`src/rtl/core/range_refcount_table_macros.svh`:
```
// Assertion macros for the reference count table
`ifndef RANGE_REFCOUNT_TABLE_MACROS_SVH
`define RANGE_REFCOUNT_TABLE_MACROS_SVH

// Same-cycle implication, idle during reset
`define RRT_ASSERT_IMP(lbl, ante, cons) \
	lbl: assert property (@(posedge clk) disable iff (!arst_n) (ante) |-> (cons)) \
		else $error("range_refcount_table: assertion failed");

// Next-cycle implication, idle during reset
`define RRT_ASSERT_NEXT(lbl, ante, cons) \
	lbl: assert property (@(posedge clk) disable iff (!arst_n) (ante) |=> (cons)) \
		else $error("range_refcount_table: assertion failed");

`endif

```
`src/rtl/core/rrt_pkg.sv`:
```
package rrt_pkg;

	localparam int TABLE_RECORDS = 32;
	localparam logic [31:0] LEN_MAX = 32'hFFFF_FFFF;

	localparam logic [1:0] MODE_LOOKUP = 2'd0;
	localparam logic [1:0] MODE_INC    = 2'd1;
	localparam logic [1:0] MODE_NONE   = 2'd3;

	localparam logic [1:0] STAT_OK      = 2'd0;
	localparam logic [1:0] STAT_INVALID = 2'd1;
	localparam logic [1:0] STAT_FULL    = 2'd2;

	localparam logic CFG_FIRST = 1'b0;
	localparam logic CFG_COUNT = 1'b1;

	typedef struct packed {
		logic [63:0] start;
		logic [31:0] len;
		logic [31:0] cnt;
	} rec_t;

	typedef struct packed {
		logic shift;
		logic load;
	} cell_ctl_t;

	typedef struct packed {
		logic        valid;
		logic        clear;
		logic        flush;
		logic [63:0] p;
		logic [63:0] e;
		logic [31:0] cnt;
	} emit_req_t;

	function automatic logic [31:0] adjust_cnt(input logic [31:0] c, input logic inc);
		logic [31:0] r;
		if (inc) begin
			r = (c == LEN_MAX) ? c : c + 32'd1;
		end else begin
			r = (c == 32'd0) ? c : c - 32'd1;
		end
		return r;
	endfunction

endpackage

```
`src/rtl/core/rrt_merge.sv`:
```
module rrt_merge #(
	parameter int RECS = rrt_pkg::TABLE_RECORDS,
	localparam int WNW = $clog2(RECS + 2),
	localparam int FNW = $clog2(RECS + 3)
) (
	input  logic                clk,
	input  logic                arst_n,
	input  rrt_pkg::emit_req_t  req,
	output logic [RECS-1:0]     wk_load,
	output logic [RECS:0]       fr_load,
	output rrt_pkg::rec_t       wk_data,
	output rrt_pkg::rec_t       fr_data,
	output logic [WNW-1:0]      wk_n,
	output logic [FNW-1:0]      fr_n
);

	rrt_pkg::rec_t  wk_pend_q;
	rrt_pkg::rec_t  fr_pend_q;
	logic [WNW-1:0] wk_n_q;
	logic [FNW-1:0] fr_n_q;

	logic [63:0] diff;
	logic [31:0] n;
	logic        live;
	logic        flushing;
	logic        is_free;
	logic        is_one;
	logic [32:0] fr_sum;
	logic [32:0] wk_sum;
	logic        fr_join;
	logic        wk_join;
	logic        fr_push;
	logic        wk_push;
	logic        fr_store;
	logic        wk_store;

	always_comb begin
		diff     = req.e - req.p;
		n        = diff[31:0];
		live     = req.valid && !req.clear && !req.flush && (req.e > req.p);
		flushing = req.valid && req.flush;
		is_free  = (req.cnt == 32'd0);
		is_one   = (req.cnt == 32'd1);
		fr_sum   = {1'b0, fr_pend_q.len} + {1'b0, n};
		wk_sum   = {1'b0, wk_pend_q.len} + {1'b0, n};
		fr_join  = (fr_n_q != '0) && !fr_sum[32] &&
			((fr_pend_q.start + 64'(fr_pend_q.len)) == req.p);
		wk_join  = (wk_n_q != '0) && !wk_sum[32] && (wk_pend_q.cnt == req.cnt) &&
			((wk_pend_q.start + 64'(wk_pend_q.len)) == req.p);
		fr_push  = live && is_free && !fr_join && (fr_n_q < FNW'(RECS + 2));
		wk_push  = live && !is_free && !is_one && !wk_join && (wk_n_q <= WNW'(RECS));
		fr_store = (fr_push || flushing) && (fr_n_q != '0) && (fr_n_q <= FNW'(RECS + 1));
		wk_store = (wk_push || flushing) && (wk_n_q != '0) && (wk_n_q <= WNW'(RECS));
	end

	for (genvar j = 0; j < RECS; j++) begin : g_wk
		assign wk_load[j] = wk_store && (wk_n_q == WNW'(j + 1));
	end

	for (genvar j = 0; j <= RECS; j++) begin : g_fr
		assign fr_load[j] = fr_store && (fr_n_q == FNW'(j + 1));
	end

	always_ff @(posedge clk or negedge arst_n) begin
		if (!arst_n) begin
			wk_n_q <= '0;
			fr_n_q <= '0;
		end else if (req.valid && req.clear) begin
			wk_n_q <= '0;
			fr_n_q <= '0;
		end else begin
			if (wk_push) begin
				wk_n_q <= wk_n_q + WNW'(1);
			end
			if (fr_push) begin
				fr_n_q <= fr_n_q + FNW'(1);
			end
		end
	end

	always_ff @(posedge clk) begin
		if (fr_push) begin
			fr_pend_q <= '{start: req.p, len: n, cnt: 32'd0};
		end else if (live && is_free && fr_join) begin
			fr_pend_q.len <= fr_sum[31:0];
		end
		if (wk_push) begin
			wk_pend_q <= '{start: req.p, len: n, cnt: req.cnt};
		end else if (live && !is_free && !is_one && wk_join) begin
			wk_pend_q.len <= wk_sum[31:0];
		end
	end

	assign wk_data = wk_pend_q;
	assign fr_data = fr_pend_q;
	assign wk_n    = wk_n_q;
	assign fr_n    = fr_n_q;

endmodule

```
`config.mk`:
```
export PLATFORM = sky130hd
export DESIGN_NAME = rrt_merge
export DESIGN_NICKNAME = d
export VERILOG_FILES = /design/src/rtl/core/range_refcount_table_macros.svh /design/src/rtl/core/rrt_pkg.sv /design/src/rtl/core/rrt_merge.sv
export SDC_FILE = /design/constraint.sdc
export NUM_CORES = 1
export LEC_CHECK = 0
export BUFFER_PORTS_ARGS = -buffer_cell sky130_fd_sc_hd__buf_2
export CAP_MARGIN = 20
export CELL_PAD_IN_SITES_DETAIL_PLACEMENT = 1
export CELL_PAD_IN_SITES_GLOBAL_PLACEMENT = 2
export CORE_MARGIN = 2
export CORE_UTILIZATION = 34
export DETAILED_ROUTE_END_ITERATION = 12
export PLACE_DENSITY = 0.94
export SETUP_SLACK_MARGIN = 0.15
export SYNTH_ARGS = -nofsm -noshare
export SYNTH_HDL_FRONTEND = slang
export SYNTH_SLANG_ARGS = --single-unit
export TNS_END_PERCENT = 50
```
`constraint.sdc`:
```
create_clock -name clk -period 8.9 [get_ports clk]
set_input_delay 0.445 -clock clk [delete_from_list [all_inputs] [get_ports clk]]
set_output_delay 0.445 -clock clk [all_outputs]
set_load 0.1 [all_outputs]
```
==> impl_metrics.yaml, run 1 <==
critical_path:
  cp.required_ps: 8460
  max_stage_delay_ps: 680
  ff2ff_setup_slack_ps: 2290
  r2r-start: "wk_data[50]"
  worstReg2RegEnd: "wk_data[58]"
  critPathLaunchType: "primary input"
  worst_setup_path_end_kind: "output port"
  critical_path_class: "primary input to output port"
  cpMaxStageDelayCell: "or4_4"
  arrival_ps: 7670
  worst-r2r-cell-count: 14
  critPathMaxFanout: 8
route:
  wl_mm: 110
  vias: 24545
  dr.first_iter.drc_count: 1903
  ant_nets: 0
  first_pass_iters: 5
  post_drt_wl_per_cell_um: 26.6
  drc: 0
  vias_per_cell: 5.95
global_routing:
  grt_pass1_vias: 24414
  grt_start_max_net_pins: 68
  grt_pass1_wl_mm: 158
  overflow: 0
  grt_usage_pct: 29.4
  grt_antenna_before_repair: 8
clock_tree:
  cts_setup_buffers: 0
  cts_buffers: 30
  cts.sinks: 236
  cts_tree: "done"
  htree_num_levels: 1
  clk_pin_slew_worst_paths_ps: 60
  cts_buffer_depth: 3
  clk_latency_ps: 610
  cts-root-buf: "clkbuf_16"
timing:
  hold_viol: 0
  fmax_mhz: 123
  maxSlewViolCount: 0
  finClkSkew_ps: 16.3
  finalSetupViolCount: 0
  rsz0062_at_grt: "no"
  whs_ps: 51.7
  period_share_pct: 91.1
  setup_tns_ps: 0
  slew_headroom_pct: 28.3
  period_minus_slack_ps: 8110
  worst_pin_slew_ps: 1070
outcome:
  status: "complete, no violations"
final_layout:
  n_fill_cell: 8345
  multiInputGateArea_mm2: 0.0157
  drive_above_1_share_pct: 18.8
  seq_area_mm2: 0.00703
  fin_nets: 3537
  area_growth_pct: 17.5
hold_path:
  holdPathEnd: "wk_data[20]"
  hp-class: "primary input to flip-flop"
  min_from: "req[20]"
  hold_depth: 1
synthesis:
  ys_ff_latch: 236
  seq_area_frac_synth_pct: 29.6
  synth_edf_count: 224
  syn-cell-area_mm2: 0.0237
  netlist_instances: 2726
  ys.flop_type: "edfxtp_1"
  synth_cell_types: 98
  ys_async_sr_fraction_pct: 5.08
  avgSynthCellArea_um2: 8.70
  yosysWarningCount: 0
power:
  peakVddDrop_uv: 180
  pwr_density_cell_mw_per_mm2: 148
  p_leak_uw: 0.0114
placed_design:
  dpl.hpwl_mm: 90.3
  gp_congestion: 0.996
  port-buffer-count: 465
flow_run:
  maxCapViolCount: 0
floorplan:
  ioPinCount: 498
  die_x_um: 268
  coreArea_mm2: 0.0688
  die_h_um: 268
  std_cell_rows: 96
  initial_core_util_pct: 34.4
  die_area_mm2: 0.0719
-- cell families after synthesis --
logic type,after synthesis,share of synthesized area (%)
XOR/XNOR,288,10.6
buffers and inverters,231,4.73
flip-flops,236,29.6
multiplexers,59,2.69
adder cells (fa/ha/maj),206,11.0
AND/OR/NAND/NOR,972,20.9
AO/OA/AOI/OAI,733,20.4
other,1,0.0158
-- through the flow --
| stage | cells | setup WS (ps) | instance area (um2) | total power [uW] | utilization [%] |
|---|---|---|---|---|---|
| 4_1_cts | 4119 | 366 | 27800 | 4100 | 40.4 |
| 5_1_grt | 4126 | 180 | 27900 | 4290 | 40.5 |
| 3_3_place_gp | 4064 | 646 | 26800 | 2810 | 39.0 |
| 6_report | 4126 | 789 | 27900 | 4110 | 40.5 |
| 2_1_floorplan | 2757 | 276 | 23800 | 2440 | - |
| 3_5_place_dp | 4064 | 304 | 26800 | 2840 | 39.0 |
-- cell usage in the layout (no fill, tap or decap), drive strengths merged, types with 37 or more instances in the layout --
cell type,synthesis,routed
o21ai,148,148
a21o,69,69
nand2,239,239
inv,120,122
o21a,42,42
nand4,89,89
xor2,112,112
edfxtp,224,224
ha,201,201
nor4,44,44
nor3,81,81
nor2,224,224
mux2,37,37
xnor2,176,176
a21oi,208,208
buf,76,486
nand3,79,79
-- flip-flops by register name, summed over array words and instances (netlist names) --
register	cells
wk_n	6
fr_data	96
fr_n	6
wk_data	128
-- timing repair --
action | 4_1_cts | 5_1_grt
setup endpoints to repair | 0 | 65
hold buffers | 1 | 0
resized for setup | 0 | 4
endpoints found under the hold margin | 12 | 0
-- per-layer routing --
metal  track usage (%)  vias to the layer above  part of all wire [%]
met4              15.3                        2                   5.9
met5                 0                        -                 0.012
met3              4.46                      274                   7.7
li1                  -                    11095                     -
met2              47.9                     1038                    46
met1              37.6                    12136                    41
-- worst max-delay path by stage --
stage                        from  slack (ps)     endpoint
after CTS                 req[96]         370  wk_load[19]
after global placement    req[96]         650  wk_data[61]
after floorplan           req[32]         280   fr_load[5]
after global routing      req[97]         180  wk_load[15]
final                     req[96]         790  wk_load[19]
after detailed placement  req[96]         300  wk_data[58]
-- synth_stat cells (all sizes together) (7+ instances only) --
cell	instances	area share, %
o21ai	148	3.1
o22ai	8	0.21
xor2	112	4.1
xnor2	176	6.5
and3	27	0.71
a31oi	23	0.61
nor3b	7	0.22
a2111oi	16	0.59
mux2i	22	0.93
o21a	42	1.3
buf	76	2.3
a211o	11	0.41
ha	201	11
a22oi	11	0.35
and2	13	0.34
o31ai	12	0.38
nor4b	22	0.81
o311ai	8	0.37
a32oi	7	0.26
o211ai	32	1.0
nor4	44	1.2
or4	11	0.36
nand4	89	2.4
o21bai	13	0.41
nand2	239	3.8
clkbuf	34	0.55
nor3	81	1.8
a21o	69	2.2
dfrtp	12	1.3
mux2	37	1.8
or2	13	0.34
a21boi	10	0.32
nand3	79	1.7
or3	22	0.58
edfxtp	224	28
o2111ai	10	0.37
a211oi	28	0.95
a21oi	208	4.4
a221oi	9	0.33
nor2	224	3.5
nand3b	7	0.22
inv	120	1.9
and4	18	0.66
nand2b	35	0.92
nor2b	29	0.77
-- power by group --
| part | leakage [uW] | switching (uW) | internal (uW) |
|---|---|---|---|
| clock | 0.000462 | 546 | 709 |
| sequential | 0.00219 | 32.1 | 1280 |
| combinational | 0.00875 | 1000 | 541 |
| total | 0.0114 | 1580 | 2530 |
-- final cells by class --
class,instances,share of cell area [%]
Inverter,121,1.64
Sequential cell,236,25.2
Clock inverter,19,0.754
Timing Repair Buffer,487,9.04
Clock buffer,35,2.76
Multi-Input combinational cell,2290,56.3
Tap cell,931,4.18
Antenna cell,7,0.0629
-- critical path, delay by kind of cell --
family / cells / cell delay, ps
adder cells (fa/ha/maj): 3 / 670
XOR/XNOR: 1 / 260
buffers and inverters: 3 / 620
AO/OA/AOI/OAI: 11 / 2760
AND/OR/NAND/NOR: 13 / 2900
Note: power is estimated with default switching activity, not from simulation.
==> run 2, diff against run 1 <==
--- a/config.mk
+++ b/config.mk
@@ -13,6 +13,7 @@
 export CORE_UTILIZATION = 34
 export DETAILED_ROUTE_END_ITERATION = 12
 export PLACE_DENSITY = 0.94
+export RECOVER_POWER = 25
 export SETUP_SLACK_MARGIN = 0.15
 export SYNTH_ARGS = -nofsm -noshare
 export SYNTH_HDL_FRONTEND = slang
==> run 2 against run 1 <==
Net effect:
- hold slack improved by 48 ps
- flip-flop and latch count unchanged
- critical endpoint is now wk_load[2]
- first-iteration DRC count decreased by 0.74%
- clock-buffer cell count unchanged
- critical path type unchanged
- largest power group unchanged
- highest routed layer unchanged
- cell count unchanged
- largest cell class unchanged
==> impl_metrics.yaml, run 2 (same netlist as run 1, synthesis figures left out) <==
floorplan:
  std_cell_rows: 96
  die_h_um: 268
  die_area_mm2: 0.0719
  ioPinCount: 498
  initial_core_util_pct: 34.4
  coreArea_mm2: 0.0688
  die_x_um: 268
timing:
  finalWorstSetupSlack_ps: 749
  fmax_mhz: 123
  period_share_pct: 91.6
  finalSetupViolCount: 0
  finClkSkew_ps: 20.0
  period_minus_slack_ps: 8150
  whs_ps: 99.4
  hold_viol: 0
  rsz0062_at_grt: "no"
  slew_headroom_pct: 17.8
  worst_pin_slew_ps: 1240
  maxSlewViolCount: 0
  setup_tns_ps: 0
final_layout:
  final_common_cell: "buf_2"
  drive_above_1_share_pct: 15.0
  final_cell_mix: "buf_2, nand2_1, nor2_1, edfxtp_1, a21oi_1"
  area_growth_pct: 16.8
  fin_nets: 3537
  largest_register_ff_count: 128
  multiInputGateArea_mm2: 0.0157
  seq_area_mm2: 0.00703
  final_cell_count_no_fill: 4126
  n_fill_cell: 8404
route:
  ant_nets: 0
  post_drt_wl_per_cell_um: 26.7
  dr.first_iter.drc_count: 1889
  vias: 24660
  vias_per_cell: 5.98
  first_pass_iters: 5
  drc: 0
  wl_mm: 110
placed_design:
  dpl.hpwl_mm: 90.3
  dp.cells: 4064
  gp_congestion: 0.996
  place_ws_ps: 304
  port-buffer-count: 465
outcome:
  status: "complete, no violations"
power:
  fin_total_pwr_uw: 4110
  peakVddDrop_uv: 182
  pwr_density_cell_mw_per_mm2: 148
  p_leak_uw: 0.0111
global_routing:
  grt_usage_pct: 29.4
  grt_pass1_vias: 24414
  grt_start_max_net_pins: 68
  grt_pass1_wl_mm: 158
  grt_antenna_before_repair: 10
  overflow: 0
critical_path:
  arrival_ps: 7710
  cp.required_ps: 8460
  max_stage_delay_ps: 680
  ff2ff_setup_slack_ps: 2240
  critical_path_class: "primary input to output port"
  critPathMaxFanout: 8
  cpMaxStageDelayCell: "or4_4"
  critPathLaunchType: "primary input"
  worst_setup_path_end_kind: "output port"
clock_tree:
  cts_setup_buffers: 0
  cts_tree: "done"
  cts.sinks: 236
  htree_num_levels: 1
  cts-root-buf: "clkbuf_16"
  cts_buffer_depth: 3
  cts_buffers: 30
  clk_latency_ps: 610
  clk_pin_slew_worst_paths_ps: 60
hold_path:
  hp-class: "primary input to flip-flop"
flow_run:
  maxCapViolCount: 0
## run 2: cell count changes in the layout (fill, tap and decap cells not counted), sizes merged
cell	before	now
buf	486	364
clkbuf	35	157
## run 2: power breakdown
part | internal, uW | switching [uW] | total (uW) | leakage (uW)
combinational | 533 | 1000 | 1530 | 0.00841
clock | 709 | 547 | 1260 | 0.000462
sequential | 1280 | 32.4 | 1320 | 0.00219
## run 2: worst paths after layout
kind                             start     endpoint  cells past startpoint
max                           req[106]   wk_load[2]                     30
min                             req[2]   wk_data[2]                      1
max reg2reg                wk_data[50]  wk_data[58]                     14
min reg2reg                    wk_n[4]      wk_n[4]                      1
max in group asynchronous       arst_n      fr_n[0]                      2
min in group asynchronous       arst_n      fr_n[5]                      2
## run 2: final cells by class
| class | instances | share of cell area [%] |
|---|---|---|
| Sequential cell | 236 | 25.4 |
| Inverter | 121 | 1.65 |
| Timing Repair Buffer | 487 | 8.48 |
| Tap cell | 931 | 4.21 |
| Antenna cell | 7 | 0.0632 |
| Clock inverter | 19 | 0.759 |
| Clock buffer | 35 | 2.78 |
| Multi-Input combinational cell | 2290 | 56.7 |
## run 2: critical path: cells and delay by family
family                     cells  cell delay, ps
adders and majority gates      2             570
and+or+nand+nor               14            3100
AOI/OAI and AO/OA              9            2290
buffers and inverters          4            1010
xor gates and xnor gates       1             260
## run 2: metrics by stage
stage | utilization, % | instance area [um2]
4_1_cts | 40.4 | 27800
5_1_grt | 40.2 | 27700
2_1_floorplan | - | 23800
3_3_place_gp | 39.0 | 26800
6_report | 40.2 | 27700
3_5_place_dp | 39.0 | 26800
## run 2: repair_timing
| item | CTS | global route |
|---|---|---|
| resized for setup | 0 | 4 |
| setup endpoints to repair | 0 | 65 |
| hold buffers | 1 | 0 |
| hold endpoints to repair | 12 | 0 |
## run 2: layer usage
metal / GRT usage (%) / wire length, um / vias up
li1: - / - / 11103
met1: 37.6 / 44700 / 12210
met2: 47.9 / 50900 / 1072
met3: 4.46 / 8370 / 271
met4: 15.3 / 6160 / 4
met5: 0 / 30 / -
==> run 3, diff against run 2 <==
==> constraint.sdc (replaced) <==
create_clock -name clk -period 8.9 [get_ports clk]
set_input_delay 1.78 -clock clk [delete_from_list [all_inputs] [get_ports clk]]
set_output_delay 1.78 -clock clk [all_outputs]
set_load 0.05 [all_outputs]
==> run 3 against run 2 <==
Net effect:
- the flow now finishes with violations (setup timing)
- total power up 4.9%
- via count up 6.2%
- fmax down 14%
- first-iteration DRC count up 20%
- combinational power up 9.8%
- clock power up 4%
- critical path depth up 1
- cell count up 4.9%
- die area unchanged
==> impl_metrics.yaml, run 3 (same netlist as run 1, synthesis figures left out) <==
outcome:
  status: "complete, but fails checks"
  failed_checks: "setup timing"
placed_design:
  dpl.hpwl_mm: 95.8
  gp_congestion: 1.01
  dp.cells: 4234
  port-buffer-count: 465
floorplan:
  die_area_mm2: 0.0719
  die_h_um: 268
  coreArea_mm2: 0.0688
  die_x_um: 268
  initial_core_util_pct: 34.4
  ioPinCount: 498
  std_cell_rows: 96
global_routing:
  grt_antenna_before_repair: 8
  grt_pass1_vias: 25971
  grt_pass1_wl_mm: 171
  grt_start_max_net_pins: 65
  grt_usage_pct: 32.0
  overflow: 0
final_layout:
  fin_nets: 3737
  final_common_cell: "buf_2"
  largest_register_ff_count: 128
  final_cell_count_no_fill: 4327
  drive_above_1_share_pct: 23.9
  area_growth_pct: 30.0
  fin_util_pct: 44.8
  final_cell_mix: "buf_2, nand2_1, edfxtp_1, a21oi_1, nor2_1"
route:
  drc: 0
  dr.first_iter.drc_count: 2273
  first_pass_iters: 6
  vias: 26185
  wl_mm: 120
  post_drt_wl_per_cell_um: 27.8
  vias_per_cell: 6.05
  ant_nets: 0
power:
  seq_power_share_pct: 30.6
  p_switching_uw: 1590
  pwr_density_cell_mw_per_mm2: 140
  p_leak_uw: 0.0123
  power_switching_share_pct: 37.0
  p_int_uw: 2710
  peakVddDrop_uv: 169
  fin_total_pwr_uw: 4310
  combPwrFrac_pct: 39.1
  p_clk_share_pct: 30.4
clock_tree:
  hold_buffers: 0
  cts_tree: "done"
  clk_pin_slew_worst_paths_ps: 60
  cts.sinks: 236
  cts-root-buf: "clkbuf_16"
  cts_buffers: 31
  htree_num_levels: 1
  clk_latency_ps: 640
  cts_buffer_depth: 3
hold_path:
  min_from: "wk_n[4]"
  hp-class: "flip-flop to flip-flop"
critical_path:
  critPathMaxFanout: 7
  cpMaxStageDelayCell: "o311ai_4"
  cp-startpoint: "req[103]"
  arrival_ps: 7750
  critPathLaunchType: "primary input"
  critical_path_class: "primary input to output port"
  cp.required_ps: 7120
  worst_setup_path_end_kind: "output port"
  cpMostUsedCell: "a21o_1"
  max_stage_delay_ps: 390
  r2r-start: "wk_data[50]"
  worstReg2RegEnd: "wk_data[8]"
  ff2ff_setup_slack_ps: 2570
  endpoint: "fr_load[5]"
  worst-r2r-cell-count: 15
timing:
  fmax_mhz: 105
  finalSetupViolCount: 65
  finalWorstSetupSlack_ps: -631
  period_share_pct: 107
  worst_pin_slew_ps: 1060
  maxSlewViolCount: 0
  slew_headroom_pct: 28.6
  finClkSkew_ps: 32.6
  period_minus_slack_ps: 9530
  rsz0062_at_grt: "yes"
  hold_viol: 0
flow_run:
  maxCapViolCount: 0
run 3: what timing repair did:
item                       in CTS  in global routing
pin swaps                      38                 33
setup endpoints to repair      65                 65
gates resized for setup       194                 39
gates cloned                    1                  0
buffers inserted               18                  8
run 3: area by class of cell:
type | count | area, um2
antenna | 5 | 12.5
clock buffer | 40 | 830
clock inverter | 18 | 186
fill | 8207 | 38000
inverter | 121 | 464
multi-input combinational | 2290 | 16800
sequential | 236 | 7030
tap | 931 | 1160
timing repair buffer | 686 | 4360
run 3: power groups by stage:
stage	sequential, uW	combinational [uW]	clock [uW]
after floorplan	1400	952	0
after global placement	1340	1530	0
after detailed placement	1340	1570	0
after CTS	1310	1630	1320
after global routing	1320	1800	1360
final	1320	1680	1310
run 3: routing by layer:
layer | part of all wire, % | GRT usage, % | vias to the layer above
met5 | 0 | 0 | -
met4 | 6.5 | 17.8 | 0
met3 | 7.2 | 3.67 | 359
met2 | 46 | 52.0 | 1247
met1 | 40 | 41.4 | 13097
li1 | - | - | 11482
run 3: stage by stage:
stage	TNS [ps]	hold WS, ps	worst slack (ps)	area [um2]
5_1_grt	-50410	658	-818	30800
3_5_place_dp	-55050	571	-923	28800
2_1_floorplan	-20.0	829	-6.65	24500
3_3_place_gp	-40370	560	-681	28800
4_1_cts	-30790	607	-552	30700
6_report	-35300	620	-631	30800
run 3: critical path, delay by kind of cell:
kind                     cells  cell delay (ps)
AO/OA/AOI/OAI               12             2690
adder cells (fa/ha/maj)      2              340
buffers and inverters        5              640
AND/OR/NAND/NOR             11             2070
XOR/XNOR                     1              220
run 3: worst min-delay path by stage:
stage	to	slack (ps)	cells past startpoint
global route	wk_n[5]	660	1
floorplan	wk_n[0]	830	2
finish	wk_n[4]	620	1
CTS	wk_n[4]	610	1
global placement	wk_n[5]	560	1
detailed placement	wk_n[5]	570	1
